`config.mk`:
```
export PLATFORM = sky130hd
export DESIGN_NAME = line_center_estimator
export DESIGN_NICKNAME = d
export VERILOG_FILES = /design/src/rtl/lce_pkg.sv /design/src/rtl/lce_div.sv /design/src/rtl/lce_datapath.sv /design/src/rtl/lce_ctrl.sv /design/src/rtl/line_center_estimator.sv
export SDC_FILE = /design/constraint.sdc
export NUM_CORES = 1
export LEC_CHECK = 0
export BUFFER_PORTS_ARGS = -buffer_cell sky130_fd_sc_hd__buf_2
export CAP_MARGIN = 10
export CORE_MARGIN = 8
export CORE_UTILIZATION = 54
export CTS_CLUSTER_DIAMETER = 40
export DETAILED_ROUTE_END_ITERATION = 6
export GPL_TIMING_DRIVEN = 1
export PLACE_DENSITY = 0.72
export SETUP_SLACK_MARGIN = 0.5
export SYNTH_ARGS = -nofsm -noshare
export SYNTH_HDL_FRONTEND = slang
export SYNTH_SLANG_ARGS = --single-unit
```
`constraint.sdc`:
```
create_clock -name clock -period 11.8 [get_ports clock]
set_input_delay 1.77 -clock clock [delete_from_list [all_inputs] [get_ports clock]]
set_output_delay 1.77 -clock clock [all_outputs]
set_load 0.005 [all_outputs]
```
`src/rtl/lce_pkg.sv`:
```
// Shared constants, register indexes and control structs of the line center estimator.
`timescale 1ns / 1ps

package lce_pkg;

   // Sensor array
   localparam int N_SENSORS = 8;
   localparam int IDX_W     = (N_SENSORS > 2) ? $clog2(N_SENSORS) : 1;
   localparam int WGT_W     = IDX_W + 2;
   localparam int TIME_W    = 16;
   localparam int SLOTS     = 4;                  // sensor times per calibration register

   // Reflectance and sums
   localparam int REFL_W    = 13;                 // 0 .. 4096
   localparam int REFL_SH   = 12;                 // Q1.12
   localparam int SUM_W     = 18;                 // signed weighted sum
   localparam int TOT_W     = 16;                 // total reflectance, up to 8 * 4096

   // Centroid
   localparam int CEN_W     = 16;
   localparam int CEN_SH    = 14;                 // Q2.14
   localparam logic signed [CEN_W-1:0] CEN_POS = CEN_W'(16384);
   localparam logic signed [CEN_W-1:0] CEN_NEG = -CEN_W'(16384);

   // Shared divider
   localparam int DVD_W     = 31;
   localparam int DVS_W     = 18;
   localparam int QUO_W     = 15;
   localparam int CNT_W     = 4;

   // Register port
   localparam int CSR_IDX_W  = 3;
   localparam int CSR_DATA_W = 64;
   localparam int LVL_W      = 16;
   localparam logic [CSR_IDX_W-1:0] REG_WHITE_LO = 3'd0;
   localparam logic [CSR_IDX_W-1:0] REG_WHITE_HI = 3'd1;
   localparam logic [CSR_IDX_W-1:0] REG_BLACK_LO = 3'd2;
   localparam logic [CSR_IDX_W-1:0] REG_BLACK_HI = 3'd3;
   localparam logic [CSR_IDX_W-1:0] REG_MIN_LVL  = 3'd4;
   localparam logic [LVL_W-1:0]     MIN_LVL_RST  = 16'd2048;

   // Controller to datapath
   typedef struct packed {
      logic load;        // capture sweep, clear sums
      logic refl_start;  // start divide for current sensor
      logic refl_acc;    // accumulate current sensor, step index
      logic cen_start;   // start centroid divide
      logic finish;      // write result word
   } lce_cmd_type;

   // Datapath to controller
   typedef struct packed {
      logic div_done;
      logic last_sensor;
      logic no_line;
      logic out_free;
   } lce_sts_type;

endpackage

```
`src/rtl/lce_div.sv`:
```
// Restoring divider, one quotient bit per cycle, shared by reflectance and centroid.
`timescale 1ns / 1ps

module lce_div (
   input  logic                       clock,
   input  logic                       reset,
   input  logic                       start,
   input  logic [lce_pkg::DVD_W-1:0]  dividend,
   input  logic [lce_pkg::DVS_W-1:0]  divisor,
   output logic [lce_pkg::QUO_W-1:0]  quotient,
   output logic                       done
);
   import lce_pkg::*;

   logic [DVS_W-1:0] rem_ff, rem_in;
   logic [QUO_W-1:0] lo_ff, lo_in;
   logic [DVS_W-1:0] dvs_ff, dvs_in;
   logic [CNT_W-1:0] cnt_ff, cnt_in;
   logic             busy_ff, busy_in;
   logic             done_ff, done_in;

   logic [DVS_W:0]   trial;
   logic [DVS_W:0]   diff;
   logic             fits;

   // trial subtract of the next remainder bit
   assign trial = {rem_ff, lo_ff[QUO_W-1]};
   assign diff  = trial - {1'b0, dvs_ff};
   assign fits  = trial >= {1'b0, dvs_ff};

   always_comb begin
      rem_in  = rem_ff;
      lo_in   = lo_ff;
      dvs_in  = dvs_ff;
      cnt_in  = cnt_ff;
      busy_in = busy_ff;
      done_in = busy_ff && (cnt_ff == CNT_W'(1));
      if (start) begin
         // quotient fits in QUO_W bits, so the upper dividend bits start below the divisor
         rem_in  = DVS_W'(dividend[DVD_W-1:QUO_W]);
         lo_in   = dividend[QUO_W-1:0];
         dvs_in  = divisor;
         cnt_in  = CNT_W'(QUO_W);
         busy_in = 1'b1;
      end else if (busy_ff) begin
         rem_in = fits ? diff[DVS_W-1:0] : trial[DVS_W-1:0];
         lo_in  = {lo_ff[QUO_W-2:0], fits};
         cnt_in = cnt_ff - CNT_W'(1);
         if (cnt_ff == CNT_W'(1)) begin
            busy_in = 1'b0;
         end
      end
   end

   always_ff @(posedge clock) begin
      if (reset) begin
         cnt_ff  <= '0;
         busy_ff <= 1'b0;
         done_ff <= 1'b0;
      end else begin
         cnt_ff  <= cnt_in;
         busy_ff <= busy_in;
         done_ff <= done_in;
      end
   end

   always_ff @(posedge clock) begin
      rem_ff <= rem_in;
      lo_ff  <= lo_in;
      dvs_ff <= dvs_in;
   end

   assign quotient = lo_ff;
   assign done     = done_ff;

endmodule

```
`src/rtl/lce_datapath.sv`:
```
// Datapath: calibration registers, sweep capture, reflectance, sums, centroid and result word.
`timescale 1ns / 1ps

module lce_datapath (
   input  logic                                        clock,
   input  logic                                        reset,
   input  logic                                        csr_we,
   input  logic [lce_pkg::CSR_IDX_W-1:0]               csr_index,
   input  logic [lce_pkg::CSR_DATA_W-1:0]              csr_wdata,
   input  logic [lce_pkg::N_SENSORS*lce_pkg::TIME_W-1:0] sweep,
   input  lce_pkg::lce_cmd_type                        cmd,
   output lce_pkg::lce_sts_type                        sts,
   input  logic                                        rsp_tready,
   output logic                                        rsp_tvalid,
   output logic [lce_pkg::CEN_W-1:0]                   rsp_tdata,
   output logic [0:0]                                  rsp_tuser
);
   import lce_pkg::*;

   localparam logic signed [WGT_W-1:0] WGT_OFS = WGT_W'(N_SENSORS - 1);

   logic [TIME_W-1:0]       white_ff [N_SENSORS];
   logic [TIME_W-1:0]       black_ff [N_SENSORS];
   logic [TIME_W-1:0]       time_ff  [N_SENSORS];
   logic [LVL_W-1:0]        min_lvl_ff;

   logic [IDX_W-1:0]        idx_ff, idx_in;
   logic signed [SUM_W-1:0] sum_ff, sum_in;
   logic [TOT_W-1:0]        total_ff, total_in;
   logic signed [CEN_W-1:0] last_ff, last_in;
   logic                    valid_ff, valid_in;
   logic signed [CEN_W-1:0] center_ff, center_in;
   logic                    found_ff, found_in;

   // calibration registers, sensor k in slot k mod 4 of its low or high word
   for (genvar k = 0; k < N_SENSORS; k++) begin : g_cal
      localparam int SLOT = k % SLOTS;
      localparam logic [CSR_IDX_W-1:0] W_REG = (k < SLOTS) ? REG_WHITE_LO : REG_WHITE_HI;
      localparam logic [CSR_IDX_W-1:0] B_REG = (k < SLOTS) ? REG_BLACK_LO : REG_BLACK_HI;
      always_ff @(posedge clock) begin
         if (reset) begin
            white_ff[k] <= '0;
            black_ff[k] <= '0;
         end else begin
            if (csr_we && (csr_index == W_REG)) begin
               white_ff[k] <= csr_wdata[SLOT*TIME_W +: TIME_W];
            end
            if (csr_we && (csr_index == B_REG)) begin
               black_ff[k] <= csr_wdata[SLOT*TIME_W +: TIME_W];
            end
         end
      end
   end

   always_ff @(posedge clock) begin
      if (reset) begin
         min_lvl_ff <= MIN_LVL_RST;
      end else if (csr_we && (csr_index == REG_MIN_LVL)) begin
         min_lvl_ff <= csr_wdata[LVL_W-1:0];
      end
   end

   // sweep capture
   always_ff @(posedge clock) begin
      if (cmd.load) begin
         for (int k = 0; k < N_SENSORS; k++) begin
            time_ff[k] <= sweep[k*TIME_W +: TIME_W];
         end
      end
   end

   // current sensor operands
   logic [TIME_W-1:0] t_sel, w_sel, b_sel, t_ofs, span;
   logic              below, above, direct;
   assign t_sel  = time_ff[idx_ff];
   assign w_sel  = white_ff[idx_ff];
   assign b_sel  = black_ff[idx_ff];
   assign t_ofs  = t_sel - w_sel;
   assign span   = b_sel - w_sel;
   assign below  = t_sel < w_sel;
   assign above  = t_sel > b_sel;
   // under white, over black and a flat calibration take a fixed reflectance, not the quotient
   assign direct = below || above || (b_sel == w_sel);

   // divider operand select
   logic [DVD_W-1:0]   div_dvd;
   logic [DVS_W-1:0]   div_dvs;
   logic               div_start;
   logic [QUO_W-1:0]   quotient;
   logic               div_done;
   logic [SUM_W-1:0]   abs_sum;
   logic               sum_neg;

   assign sum_neg = sum_ff[SUM_W-1];
   assign abs_sum = sum_neg ? SUM_W'(-sum_ff) : SUM_W'(sum_ff);

   always_comb begin
      if (cmd.cen_start) begin
         div_dvd = {abs_sum[SUM_W-2:0], {CEN_SH{1'b0}}};
         div_dvs = DVS_W'(total_ff) * DVS_W'(N_SENSORS - 1);
      end else begin
         div_dvd = DVD_W'({t_ofs, {REFL_SH{1'b0}}});
         div_dvs = DVS_W'(span);
      end
   end
   assign div_start = cmd.refl_start || cmd.cen_start;

   lce_div u_div (
      .clock    (clock),
      .reset    (reset),
      .start    (div_start),
      .dividend (div_dvd),
      .divisor  (div_dvs),
      .quotient (quotient),
      .done     (div_done)
   );

   // reflectance and its weighted contribution
   logic [REFL_W-1:0]              refl;
   logic signed [WGT_W-1:0]        weight;
   logic signed [REFL_W+WGT_W:0]   prod;

   assign refl   = direct ? (below ? '0 : REFL_W'(1 << REFL_SH)) : quotient[REFL_W-1:0];
   assign weight = $signed({1'b0, idx_ff, 1'b0}) - WGT_OFS;
   assign prod   = $signed({1'b0, refl}) * weight;

   // centroid value and fallback
   logic signed [CEN_W-1:0] cen_val, fallback;
   logic                    no_line;
   assign cen_val  = sum_neg ? -$signed({1'b0, quotient}) : $signed({1'b0, quotient});
   assign fallback = (last_ff < 0) ? CEN_NEG : ((last_ff > 0) ? CEN_POS : '0);
   assign no_line  = (total_ff == '0) || (total_ff < min_lvl_ff);

   always_comb begin
      idx_in    = idx_ff;
      sum_in    = sum_ff;
      total_in  = total_ff;
      last_in   = last_ff;
      center_in = center_ff;
      found_in  = found_ff;
      valid_in  = valid_ff && !rsp_tready;
      if (cmd.load) begin
         idx_in   = '0;
         sum_in   = '0;
         total_in = '0;
      end
      if (cmd.refl_acc) begin
         idx_in   = idx_ff + IDX_W'(1);
         sum_in   = sum_ff + SUM_W'(prod);
         total_in = total_ff + TOT_W'(refl);
      end
      if (cmd.finish) begin
         valid_in  = 1'b1;
         found_in  = !no_line;
         center_in = no_line ? fallback : cen_val;
         if (!no_line) begin
            last_in = cen_val;
         end
      end
   end

   always_ff @(posedge clock) begin
      if (reset) begin
         last_ff  <= '0;
         valid_ff <= 1'b0;
      end else begin
         last_ff  <= last_in;
         valid_ff <= valid_in;
      end
   end

   always_ff @(posedge clock) begin
      idx_ff    <= idx_in;
      sum_ff    <= sum_in;
      total_ff  <= total_in;
      center_ff <= center_in;
      found_ff  <= found_in;
   end

   assign sts.div_done    = div_done;
   assign sts.last_sensor = idx_ff == IDX_W'(N_SENSORS - 1);
   assign sts.no_line     = no_line;
   assign sts.out_free    = !valid_ff || rsp_tready;

   assign rsp_tvalid = valid_ff;
   assign rsp_tdata  = center_ff;
   assign rsp_tuser  = found_ff;

endmodule

```
`src/rtl/lce_ctrl.sv`:
```
// Controller: sequences sensors through the divider, then the centroid when a line is seen, then the result word.
`timescale 1ns / 1ps

module lce_ctrl (
   input  logic                 clock,
   input  logic                 reset,
   input  logic                 req_tvalid,
   output logic                 req_tready,
   input  lce_pkg::lce_sts_type sts,
   output lce_pkg::lce_cmd_type cmd
);
   import lce_pkg::*;

   localparam logic [2:0] S_IDLE   = 3'd0;
   localparam logic [2:0] S_REFL   = 3'd1;
   localparam logic [2:0] S_RWAIT  = 3'd2;
   localparam logic [2:0] S_CSTART = 3'd3;
   localparam logic [2:0] S_CWAIT  = 3'd4;
   localparam logic [2:0] S_DONE   = 3'd5;

   logic [2:0] state_ff, state_in;

   always_comb begin
      state_in = state_ff;
      cmd      = '0;
      unique case (state_ff)
         S_IDLE: begin
            if (req_tvalid) begin
               cmd.load = 1'b1;
               state_in = S_REFL;
            end
         end
         S_REFL: begin
            cmd.refl_start = 1'b1;
            state_in       = S_RWAIT;
         end
         S_RWAIT: begin
            if (sts.div_done) begin
               cmd.refl_acc = 1'b1;
               state_in     = sts.last_sensor ? S_CSTART : S_REFL;
            end
         end
         S_CSTART: begin
            // no divide when the fallback answer is used
            if (sts.no_line) begin
               state_in = S_DONE;
            end else begin
               cmd.cen_start = 1'b1;
               state_in      = S_CWAIT;
            end
         end
         S_CWAIT: begin
            if (sts.div_done) begin
               state_in = S_DONE;
            end
         end
         S_DONE: begin
            if (sts.out_free) begin
               cmd.finish = 1'b1;
               state_in   = S_IDLE;
            end
         end
         default: state_in = S_IDLE;
      endcase
   end

   always_ff @(posedge clock) begin
      if (reset) begin
         state_ff <= S_IDLE;
      end else begin
         state_ff <= state_in;
      end
   end

   assign req_tready = state_ff == S_IDLE;

endmodule

```
`src/rtl/line_center_estimator.sv`:
```
// Top level of the line center estimator: stream ports, register port, controller and datapath.
`timescale 1ns / 1ps

// One input word is a sweep of eight 16-bit sensor discharge times; each is normalized
// against its white and black calibration into a Q1.12 reflectance, and one result word
// carries the reflectance centroid in Q2.14 (tdata) and a line-found flag (tuser). Below
// the minimum total level, or at zero total, the result is -1, +1 or 0 after the sign of
// the last found centroid, with the flag clear. All divides go through one shared restoring
// divider at one quotient bit per cycle. Each sweep is captured, each sensor is divided in
// turn, the centroid is divided unless no line is seen, and the result word is written;
// this last step waits while an earlier result still sits untaken in the output register.
// A new word is taken once the previous result sits in the output register, even if that
// result has not yet been taken. The user must write the calibration registers through the
// csr port only while the block is idle (not enforced by the block); there is no read-back.
module line_center_estimator (
   input  logic                                          clock,
   input  logic                                          reset,
   // register write port
   input  logic                                          csr_we,
   input  logic [lce_pkg::CSR_IDX_W-1:0]                 csr_index,
   input  logic [lce_pkg::CSR_DATA_W-1:0]                csr_wdata,
   // sweep words
   input  logic                                          req_tvalid,
   output logic                                          req_tready,
   input  logic [lce_pkg::N_SENSORS*lce_pkg::TIME_W-1:0] req_tdata,  // sensor0_time .. sensor7_time
   // result words
   output logic                                          rsp_tvalid,
   input  logic                                          rsp_tready,
   output logic [lce_pkg::CEN_W-1:0]                     rsp_tdata,  // line_center
   output logic [0:0]                                    rsp_tuser   // line_found
);
   import lce_pkg::*;

   lce_cmd_type cmd;
   lce_sts_type sts;

   lce_ctrl u_ctrl (
      .clock      (clock),
      .reset      (reset),
      .req_tvalid (req_tvalid),
      .req_tready (req_tready),
      .sts        (sts),
      .cmd        (cmd)
   );

   lce_datapath u_dp (
      .clock      (clock),
      .reset      (reset),
      .csr_we     (csr_we),
      .csr_index  (csr_index),
      .csr_wdata  (csr_wdata),
      .sweep      (req_tdata),
      .cmd        (cmd),
      .sts        (sts),
      .rsp_tready (rsp_tready),
      .rsp_tvalid (rsp_tvalid),
      .rsp_tdata  (rsp_tdata),
      .rsp_tuser  (rsp_tuser)
   );

endmodule

```
==> tab_implementation.tex, run 1 <==
\begin{tabular}{lr}
\hline
Metric & Value \\
\hline
\multicolumn{2}{l}{\textbf{Floorplan}} \\
\quad \# IOs & 219 \\
\quad Die footprint & 63600 sq um \\
\quad Die height & 252 microns \\
\quad Core region area & 55200 sq um \\
\quad Horizontal extent of the die & 252 microns \\
\quad Std cell rows & 86 \\
\quad Initial core utilization & 54.6\% \\
\multicolumn{2}{l}{\textbf{Setup path}} \\
\quad Master of the slowest instance on the critical path & sky130\_fd\_sc\_hd\_\_dfxtp\_4 \\
\quad Critical path class & flop to flop \\
\quad Type of destination of the critical path & flop \\
\quad Most prevalent standard cell on the critical path & sky130\_fd\_sc\_hd\_\_fa\_1 \\
\quad Worst reg-to-reg path cell count & 29 \\
\quad CP arrival & 9.95 ns \\
\quad Startpoint Class & flop \\
\quad Worst R2R End & u\_dp.sum\_ff[17]\$\_SDFFCE\_PN0N\_ \\
\quad Crit path buf inv count & 5 \\
\quad Maximum single-stage delay on the critical path & 0.81 ns \\
\quad Dominant delay contributor by cell family on the critical path & compound AO/OA/AOI/OAI gates \\
\quad Worst R2R Setup Slack & 2.16 ns \\
\quad Required time at the endpoint of the critical path & 12.12 ns \\
\quad Crit Path Max Fanout & 63 \\
\multicolumn{2}{l}{\textbf{STA}} \\
\quad Final Hold Viols & 0 \\
\quad Crit path setup slack, layout & 2.16 ns \\
\quad Least-Margin Pin Slew & 1.16 ns \\
\quad Number of max-slew violations in the final report & 0 \\
\quad Final setup violating endpoints & 0 \\
\quad Rel. slew slack & 22.3\% \\
\quad Final worst-path cycle share & 81.7\% \\
\quad Worst clock skew on the final layout & 0.0201 ns \\
\quad Setup TNS after final layout & 0 ns \\
\quad Time the final worst path needs with I/O delays and setup & 9.64 ns \\
\quad Setup repair after global routing missed its margin & false \\
\quad FMAX & 0.104 GHz \\
\multicolumn{2}{l}{\textbf{CTS}} \\
\quad CTS-repair resized insts & 0 \\
\quad CTS Root Cell & sky130\_fd\_sc\_hd\_\_clkbuf\_16 \\
\quad \# H-tree levels & 3 \\
\quad TritonCTS clock tree & built \\
\quad Clock Tree Buf Depth & 3 \\
\quad Total CTS buffers & 76 \\
\quad Post-CTS Setup Inserts & 0 \\
\quad \# hold bufs at CTS & 0 \\
\quad Clock slew seen by the registers of the worst setup and hold paths & 0.06 ns \\
\quad Worst-skew pair later-pin latency & 0.62 ns \\
\quad Sink count of the clock tree & 534 \\
\multicolumn{2}{l}{\textbf{Status}} \\
\quad Outcome & completed \\
\multicolumn{2}{l}{\textbf{Synthesis}} \\
\quad Share of the synthesized area in the top cell type & 48.5\% \\
\quad Number of enable flip-flop cells after synthesis & 487 \\
\quad Mapped Area & 30100 sq um \\
\quad Post-synthesis async set-or-reset flop share & 0\% \\
\quad Largest area contributor in the netlist & sky130\_fd\_sc\_hd\_\_edfxtp\_1 \\
\quad Count of distinct cell types in the synthesized netlist & 84 \\
\quad Flip-flop and latch count after synthesis & 534 \\
\quad Post-Synthesis Net Count & 2793 \\
\quad Synth area leaders & sky130\_fd\_sc\_hd\_\_edfxtp\_1 49\%, sky130\_fd\_sc\_hd\_\_mux4\_2 7.2\%, sky130\_fd\_sc\_hd\_\_ha\_1 6.8\% \\
\quad Total of warnings raised by yosys & 0 \\
\quad Ranking of synthesized cells by instance count & 487 x sky130\_fd\_sc\_hd\_\_edfxtp\_1, 283 x sky130\_fd\_sc\_hd\_\_and2\_1, 163 x sky130\_fd\_sc\_hd\_\_ha\_1, 132 x sky130\_fd\_sc\_hd\_\_nand2\_1, 127 x sky130\_fd\_sc\_hd\_\_inv\_1 \\
\quad Average cell area after synthesis & 12.8 sq um \\
\quad Sequential share of the synthesized area & 51.6\% \\
\quad Most frequently used flop master after synthesis & sky130\_fd\_sc\_hd\_\_edfxtp\_1 \\
\quad Leading cell type by number of instances after synthesis & sky130\_fd\_sc\_hd\_\_edfxtp\_1 \\
\quad Gate Count Post-Synth & 2360 \\
\multicolumn{2}{l}{\textbf{Global route}} \\
\quad GRT Residual Overflow & 0 \\
\quad Number of global-route vias before repair & 20200 \\
\quad Largest net degree at the start of global routing & 77 \\
\quad First-pass GRT wire length & 117 mm \\
\quad All-Layer GR Usage & 23.7\% \\
\quad Number of antenna violations at the first check in global routing & 13 \\
\multicolumn{2}{l}{\textbf{Routing}} \\
\quad Total via count after detailed routing & 19700 \\
\quad Detailed Route Iter0 Violations & 1288 \\
\quad DR WL/cell & 22.2 microns \\
\quad DRC violation count after routing & 0 \\
\quad Average vias per placed instance & 5.80 \\
\quad Total wire length & 75.2 mm \\
\quad ANT nets after route & 0 \\
\quad Number of search-and-repair iterations in the first detailed-routing pass & 6 \\
\multicolumn{2}{l}{\textbf{Cells and area}} \\
\quad Final standard cell count with taps included and fillers excluded & 3391 \\
\quad Post-layout nets & 3005 \\
\quad Share of final-layout standard cells stronger than drive strength 1 & 20.1\% \\
\quad Final design area excluding fillers & 34500 sq um \\
\quad Synthesis-to-layout area growth & 14.3\% \\
\multicolumn{2}{l}{\textbf{Min path}} \\
\quad Type of the tightest min-delay check & flop to flop \\
\quad Critical hold path startpoint & u\_dp.last\_ff[4]\$\_SDFFE\_PP0P\_ \\
\quad Worst hold path endpoint & u\_dp.last\_ff[4]\$\_SDFFE\_PP0P\_ \\
\quad Hold Path Cell Cnt & 2 \\
\multicolumn{2}{l}{\textbf{Placement}} \\
\quad RD Place Congestion & 0.926 \\
\quad Count of input and output buffers & 218 \\
\quad Half-perimeter wire length of the detailed placement result & 54.1 mm \\
\quad Placed Cells incl. Taps & 3242 \\
\quad Setup slack after placement & 2.24 ns \\
\quad Placed standard-cell area & 31900 sq um \\
\multicolumn{2}{l}{\textbf{Power and ir drop}} \\
\quad Static Leakage & 13.5 nW \\
\quad Power density over the cells & 219 nW/um\^{}2 \\
\quad Worst VDD drop & 0.000152 V \\
\multicolumn{2}{l}{\textbf{Run}} \\
\quad \# Max-Cap Violations & 0 \\
\hline
\end{tabular}
cell usage in the layout (no fill, tap or decap), drive strengths merged, types with 8 or more instances in the layout:
cell	n
clkinv	20
nor2	95
o21bai	8
a31oi	16
o41ai	8
clkbuf	89
edfxtp	487
mux2i	54
mux2	17
and2	283
and3b	9
nor3	37
o21a	18
or2	11
or3	16
mux4	96
xnor2	66
inv	144
a21oi	117
dfxtp	47
o31ai	11
buf	241
fa	70
o21ai	65
nand2	134
a21o	33
nand4	10
nand2b	20
xor2	36
and3	56
nor2b	21
ha	163
diode	11
nand3	25
a211oi	17
through the flow:
stage	hold slack [ns]	utilization [%]	power, W
6_report	0.453	62.4	0.00755
5_1_grt	0.475	62.4	0.00804
4_1_cts	0.455	62.4	0.00759
3_5_place_dp	0.448	57.8	0.00534
3_3_place_gp	0.442	57.8	0.00528
2_1_floorplan	0.432	-	0.00468
per-layer routing:
metal	share of wire, %	routed length [microns]	up-vias	GRT usage, %
met2	49	36700	620	39.4
met4	2.8	2130	6	7.62
met5	0.052	39	-	0
met1	42	31600	9815	31.2
met3	6.4	4780	128	4.76
li1	-	-	9099	-
worst reg2reg max path: cells and delay by family (launching register included):
kind,cells,cell delay [ns]
flip-flops,1,0.81
adder cells (fa/ha/maj),6,2.92
AO/OA/AOI/OAI,12,2.98
AND/OR/NAND/NOR,3,0.42
multiplexers,2,0.93
XOR/XNOR,1,0.17
buffers and inverters,5,1.12
cells by family (layout without fill, tap and decap cells):
kind of cell,count (synthesis),count (layout),synth area share (%)
and+or+nand+nor,747,747,13.8
DFF,534,534,51.6
AOI/OAI and AO/OA,342,342,7.44
buffers and inverters,235,507,3.16
adders and majority gates,233,233,11.4
muxes,167,167,9.61
xor gates and xnor gates,102,102,2.96
other,0,11,0
sequential cells by signal, indices dropped and copies added, names as in the netlist, named ones only:
register	count
u_ctrl.state_ff	3
u_dp.black_ff	128
u_dp.idx_ff	3
u_dp.last_ff	16
u_dp.min_lvl_ff	16
u_dp.rsp_tdata	16
u_dp.rsp_tuser	1
u_dp.rsp_tvalid	1
u_dp.sum_ff	18
u_dp.time_ff	128
u_dp.total_ff	16
u_dp.u_div.busy_ff	1
u_dp.u_div.cnt_ff	4
u_dp.u_div.done	1
u_dp.u_div.dvs_ff	18
u_dp.u_div.quotient	15
u_dp.u_div.rem_ff	18
u_dp.white_ff	128
worst max-delay path by stage:
stage / startpoint / end / cells after the start
finish: flop / u_dp.sum_ff[17]$_SDFFCE_PN0N_ / 29
global route: flop / u_dp.sum_ff[17]$_SDFFCE_PN0N_ / 29
CTS: flop / u_dp.sum_ff[17]$_SDFFCE_PN0N_ / 29
detailed placement: flop / u_dp.sum_ff[17]$_SDFFCE_PN0N_ / 29
global placement: flop / u_dp.sum_ff[17]$_SDFFCE_PN0N_ / 29
floorplan: flop / u_dp.sum_ff[17]$_SDFFCE_PN0N_ / 32
report_power, final:
| part | internal (W) | switching (W) | total, W |
|---|---|---|---|
| Sequential | 0.00230 | 0.000127 | 0.00242 |
| Clock | 0.00135 | 0.000869 | 0.00222 |
| Combinational | 0.00126 | 0.00165 | 0.00290 |
| Total | 0.00491 | 0.00264 | 0.00755 |
layout make-up:
cell class              instances  area, sq um
multi-input cells            1591        13700
flip-flops and latches        534        15600
well taps                     748          936
diodes                         11         27.5
clock inverters                49          543
repair buffers                241         1260
fillers                      4223        20700
inverters                     128          480
clock buffers                  89         1970
Power figures use the tool's default switching activity.
==> run 2: changes to the inputs <==
Clock period 11.8 ns to 9.8 ns, I/O delays scaled along.
==> run 2 against run 1 <==
Via count grew 1.5%; sequential share of layout area is 0.42 points lower; utilization increased by 0.58 points; critical path depth unchanged; wire length rose by 2.9%; combinational power rose by 23%; highest routed layer unchanged; largest power group unchanged.
==> tab_implementation.tex, run 2 (same netlist as run 1, synthesis figures left out) <==
\begin{tabular}{lr}
\hline
Metric & Value \\
\hline
\multicolumn{2}{l}{\textbf{Placement}} \\
\quad Placed Cells incl. Taps & 3242 (unchanged) \\
\quad Placed standard-cell area & 32000 sq um (was 31900 sq um) \\
\quad Half-perimeter wire length of the detailed placement result & 55.3 mm (was 54.1 mm) \\
\quad Count of input and output buffers & 218 (unchanged) \\
\quad RD Place Congestion & 0.915 (was 0.926) \\
\quad Setup slack after placement & 0.921 ns (was 2.24 ns) \\
\multicolumn{2}{l}{\textbf{STA}} \\
\quad Number of max-slew violations in the final report & 0 (unchanged) \\
\quad Setup TNS after final layout & 0 ns (unchanged) \\
\quad Setup repair after global routing missed its margin & false (unchanged) \\
\quad Crit path setup slack, layout & 0.982 ns (was 2.16 ns) \\
\quad Time the final worst path needs with I/O delays and setup & 8.82 ns (was 9.64 ns) \\
\quad Rel. slew slack & 17.4\% (was 22.3\%) \\
\quad Worst clock skew on the final layout & 0.0289 ns (was 0.0201 ns) \\
\quad Final worst-path cycle share & 90.0\% (was 81.7\%) \\
\quad Final setup violating endpoints & 0 (unchanged) \\
\quad FMAX & 0.113 GHz (was 0.104 GHz) \\
\quad Final Hold Viols & 0 (unchanged) \\
\quad Least-Margin Pin Slew & 1.24 ns (was 1.16 ns) \\
\multicolumn{2}{l}{\textbf{Setup path}} \\
\quad Crit Path Max Fanout & 44 (was 63) \\
\quad Master of the slowest instance on the critical path & sky130\_fd\_sc\_hd\_\_dfxtp\_4 (unchanged) \\
\quad CP arrival & 9.14 ns (was 9.95 ns) \\
\quad Worst R2R Setup Slack & 0.98 ns (was 2.16 ns) \\
\quad Critical path class & flop to flop (unchanged) \\
\quad Worst R2R End & u\_dp.sum\_ff[17]\$\_SDFFCE\_PN0N\_ (unchanged) \\
\quad Required time at the endpoint of the critical path & 10.12 ns (was 12.12 ns) \\
\quad Most prevalent standard cell on the critical path & sky130\_fd\_sc\_hd\_\_fa\_1 (unchanged) \\
\quad Type of destination of the critical path & flop (unchanged) \\
\quad Worst reg-to-reg path cell count & 29 (unchanged) \\
\quad Maximum single-stage delay on the critical path & 0.59 ns (was 0.81 ns) \\
\quad Startpoint Class & flop (unchanged) \\
\multicolumn{2}{l}{\textbf{CTS}} \\
\quad Clock slew seen by the registers of the worst setup and hold paths & 0.05 ns (was 0.06 ns) \\
\quad Sink count of the clock tree & 534 (unchanged) \\
\quad CTS Root Cell & sky130\_fd\_sc\_hd\_\_clkbuf\_16 (unchanged) \\
\quad Worst-skew pair later-pin latency & 0.64 ns (was 0.62 ns) \\
\quad \# H-tree levels & 3 (unchanged) \\
\quad Post-CTS Setup Inserts & 0 (unchanged) \\
\quad TritonCTS clock tree & built (unchanged) \\
\quad CTS-repair resized insts & 0 (unchanged) \\
\quad Total CTS buffers & 80 (was 76) \\
\quad Clock Tree Buf Depth & 3 (unchanged) \\
\quad \# hold bufs at CTS & 0 (unchanged) \\
\multicolumn{2}{l}{\textbf{Routing}} \\
\quad Number of search-and-repair iterations in the first detailed-routing pass & 6 (unchanged) \\
\quad Total via count after detailed routing & 20000 (was 19700) \\
\quad ANT nets after route & 0 (unchanged) \\
\quad Total wire length & 77.4 mm (was 75.2 mm) \\
\quad DR WL/cell & 22.8 microns (was 22.2 microns) \\
\quad Average vias per placed instance & 5.88 (was 5.80) \\
\quad Detailed Route Iter0 Violations & 1896 (was 1288) \\
\quad DRC violation count after routing & 0 (unchanged) \\
\multicolumn{2}{l}{\textbf{Global route}} \\
\quad All-Layer GR Usage & 24.1\% (was 23.7\%) \\
\quad GRT Residual Overflow & 0 (unchanged) \\
\quad First-pass GRT wire length & 119 mm (was 117 mm) \\
\quad Largest net degree at the start of global routing & 70 (was 77) \\
\quad Number of antenna violations at the first check in global routing & 8 (was 13) \\
\quad Number of global-route vias before repair & 20400 (was 20200) \\
\multicolumn{2}{l}{\textbf{Run}} \\
\quad \# Max-Cap Violations & 0 (unchanged) \\
\multicolumn{2}{l}{\textbf{Floorplan}} \\
\quad Die footprint & 63600 sq um (unchanged) \\
\quad Die height & 252 microns (unchanged) \\
\quad \# IOs & 219 (unchanged) \\
\quad Horizontal extent of the die & 252 microns (unchanged) \\
\quad Core region area & 55200 sq um (unchanged) \\
\quad Initial core utilization & 54.6\% (unchanged) \\
\quad Std cell rows & 86 (unchanged) \\
\multicolumn{2}{l}{\textbf{Cells and area}} \\
\quad Layout Utilization & 63.0\% (was 62.4\%) \\
\quad Post-layout nets & 3010 (was 3005) \\
\quad Share of final-layout standard cells stronger than drive strength 1 & 20.7\% (was 20.1\%) \\
\quad Synthesis-to-layout area growth & 15.4\% (was 14.3\%) \\
\quad Footprint of the flip-flops and latches & 15600 sq um (unchanged) \\
\quad Filler Cell Count & 4194 (was 4223) \\
\quad Multi-input combinational cell area & 13700 sq um (about the same) \\
\quad Commonest cells after routing, fill and taps aside & 487 x sky130\_fd\_sc\_hd\_\_edfxtp\_1, 282 x sky130\_fd\_sc\_hd\_\_and2\_1, 218 x sky130\_fd\_sc\_hd\_\_buf\_2 (unchanged) \\
\quad Final standard cell count with taps included and fillers excluded & 3397 (was 3391) \\
\quad Commonest non-fill, non-tap cell in the layout & sky130\_fd\_sc\_hd\_\_edfxtp\_1 (unchanged) \\
\quad Largest registers & u\_dp.black\_ff (128), u\_dp.time\_ff (128), u\_dp.white\_ff (128) (unchanged) \\
\quad Final design area excluding fillers & 34800 sq um (was 34500 sq um) \\
\multicolumn{2}{l}{\textbf{Status}} \\
\quad Outcome & completed (unchanged) \\
\multicolumn{2}{l}{\textbf{Power and ir drop}} \\
\quad Power density over the cells & 269 nW/um\^{}2 (was 219 nW/um\^{}2) \\
\quad Static Leakage & 13.7 nW (was 13.5 nW) \\
\quad Worst VDD drop & 0.000176 V (was 0.000152 V) \\
\multicolumn{2}{l}{\textbf{Min path}} \\
\quad Hold Path Cell Cnt & 2 (unchanged) \\
\quad Type of the tightest min-delay check & flop to flop (unchanged) \\
\quad Critical hold path startpoint & u\_dp.min\_lvl\_ff[4]\$\_SDFFE\_PP0P\_ (was u\_dp.last\_ff[4]\$\_SDFFE\_PP0P\_) \\
\quad Worst hold path endpoint & u\_dp.min\_lvl\_ff[4]\$\_SDFFE\_PP0P\_ (was u\_dp.last\_ff[4]\$\_SDFFE\_PP0P\_) \\
\hline
\end{tabular}
[run 2: changes by cell type in the layout (fill, tap and decap cells not counted), moves of 2 or more]
cell and delta:
sky130_fd_sc_hd__clkbuf_16 +5, sky130_fd_sc_hd__inv_8 +3, sky130_fd_sc_hd__diode_2 -4, sky130_fd_sc_hd__clkinv_4 +5, sky130_fd_sc_hd__buf_12 +5, sky130_fd_sc_hd__clkinv_2 +2, sky130_fd_sc_hd__clkbuf_1 -8, sky130_fd_sc_hd__inv_16 +2
sky130_fd_sc_hd__buf_4 -5
[run 2: final cells by class]
cell class	instances	share of cell area [%]
timing repair buffer	242	3.89
clock inverter	60	1.94
inverter	128	1.38
multi-input combinational	1591	39.3
tap	748	2.69
clock buffer	87	5.98
sequential	534	44.8
antenna	7	0.0504
[run 2: power by group]
group	switching (W)	internal, W
Combinational	0.00203	0.00153
Sequential	0.000151	0.00276
Clock	0.00115	0.00174
Total	0.00333	0.00604
[run 2: per-layer routing]
layer | vias to the layer above | wire (microns) | track usage, %
met4 | 4 | 1920 | 6.94
met1 | 10100 | 32800 | 32.2
li1 | 9114 | - | -
met5 | - | 24 | 0
met2 | 662 | 38000 | 40.4
met3 | 122 | 4690 | 4.24
[run 2: worst max-delay path: cells and delay by family, from the launching register on]
kind | cells | cell delay, ns
adder cells (fa/ha/maj) | 7 | 3.09
AO/OA/AOI/OAI | 11 | 2.34
multiplexers | 2 | 0.84
AND/OR/NAND/NOR | 4 | 0.82
buffers and inverters | 4 | 0.62
flip-flops | 1 | 0.59
XOR/XNOR | 1 | 0.20
[run 2: worst max-delay path by stage]
| stage | start | end | depth (start not counted) |
|---|---|---|---|
| finish | flop | u_dp.sum_ff[17]$_SDFFCE_PN0N_ | 29 |
| global route | flop | u_dp.sum_ff[17]$_SDFFCE_PN0N_ | 29 |
| CTS | flop | u_dp.sum_ff[17]$_SDFFCE_PN0N_ | 29 |
| detailed placement | flop | u_dp.sum_ff[17]$_SDFFCE_PN0N_ | 29 |
| global placement | flop | u_dp.sum_ff[17]$_SDFFCE_PN0N_ | 29 |
| floorplan | flop | u_dp.sum_ff[17]$_SDFFCE_PN0N_ | 32 |
[run 2: metrics by stage]
step                      total power [W]  hold WS [ns]
after global routing              0.00991         0.471
final                             0.00937         0.455
after detailed placement          0.00647         0.448
after floorplan                   0.00563         0.432
after global placement            0.00639         0.441
after CTS                         0.00939         0.454
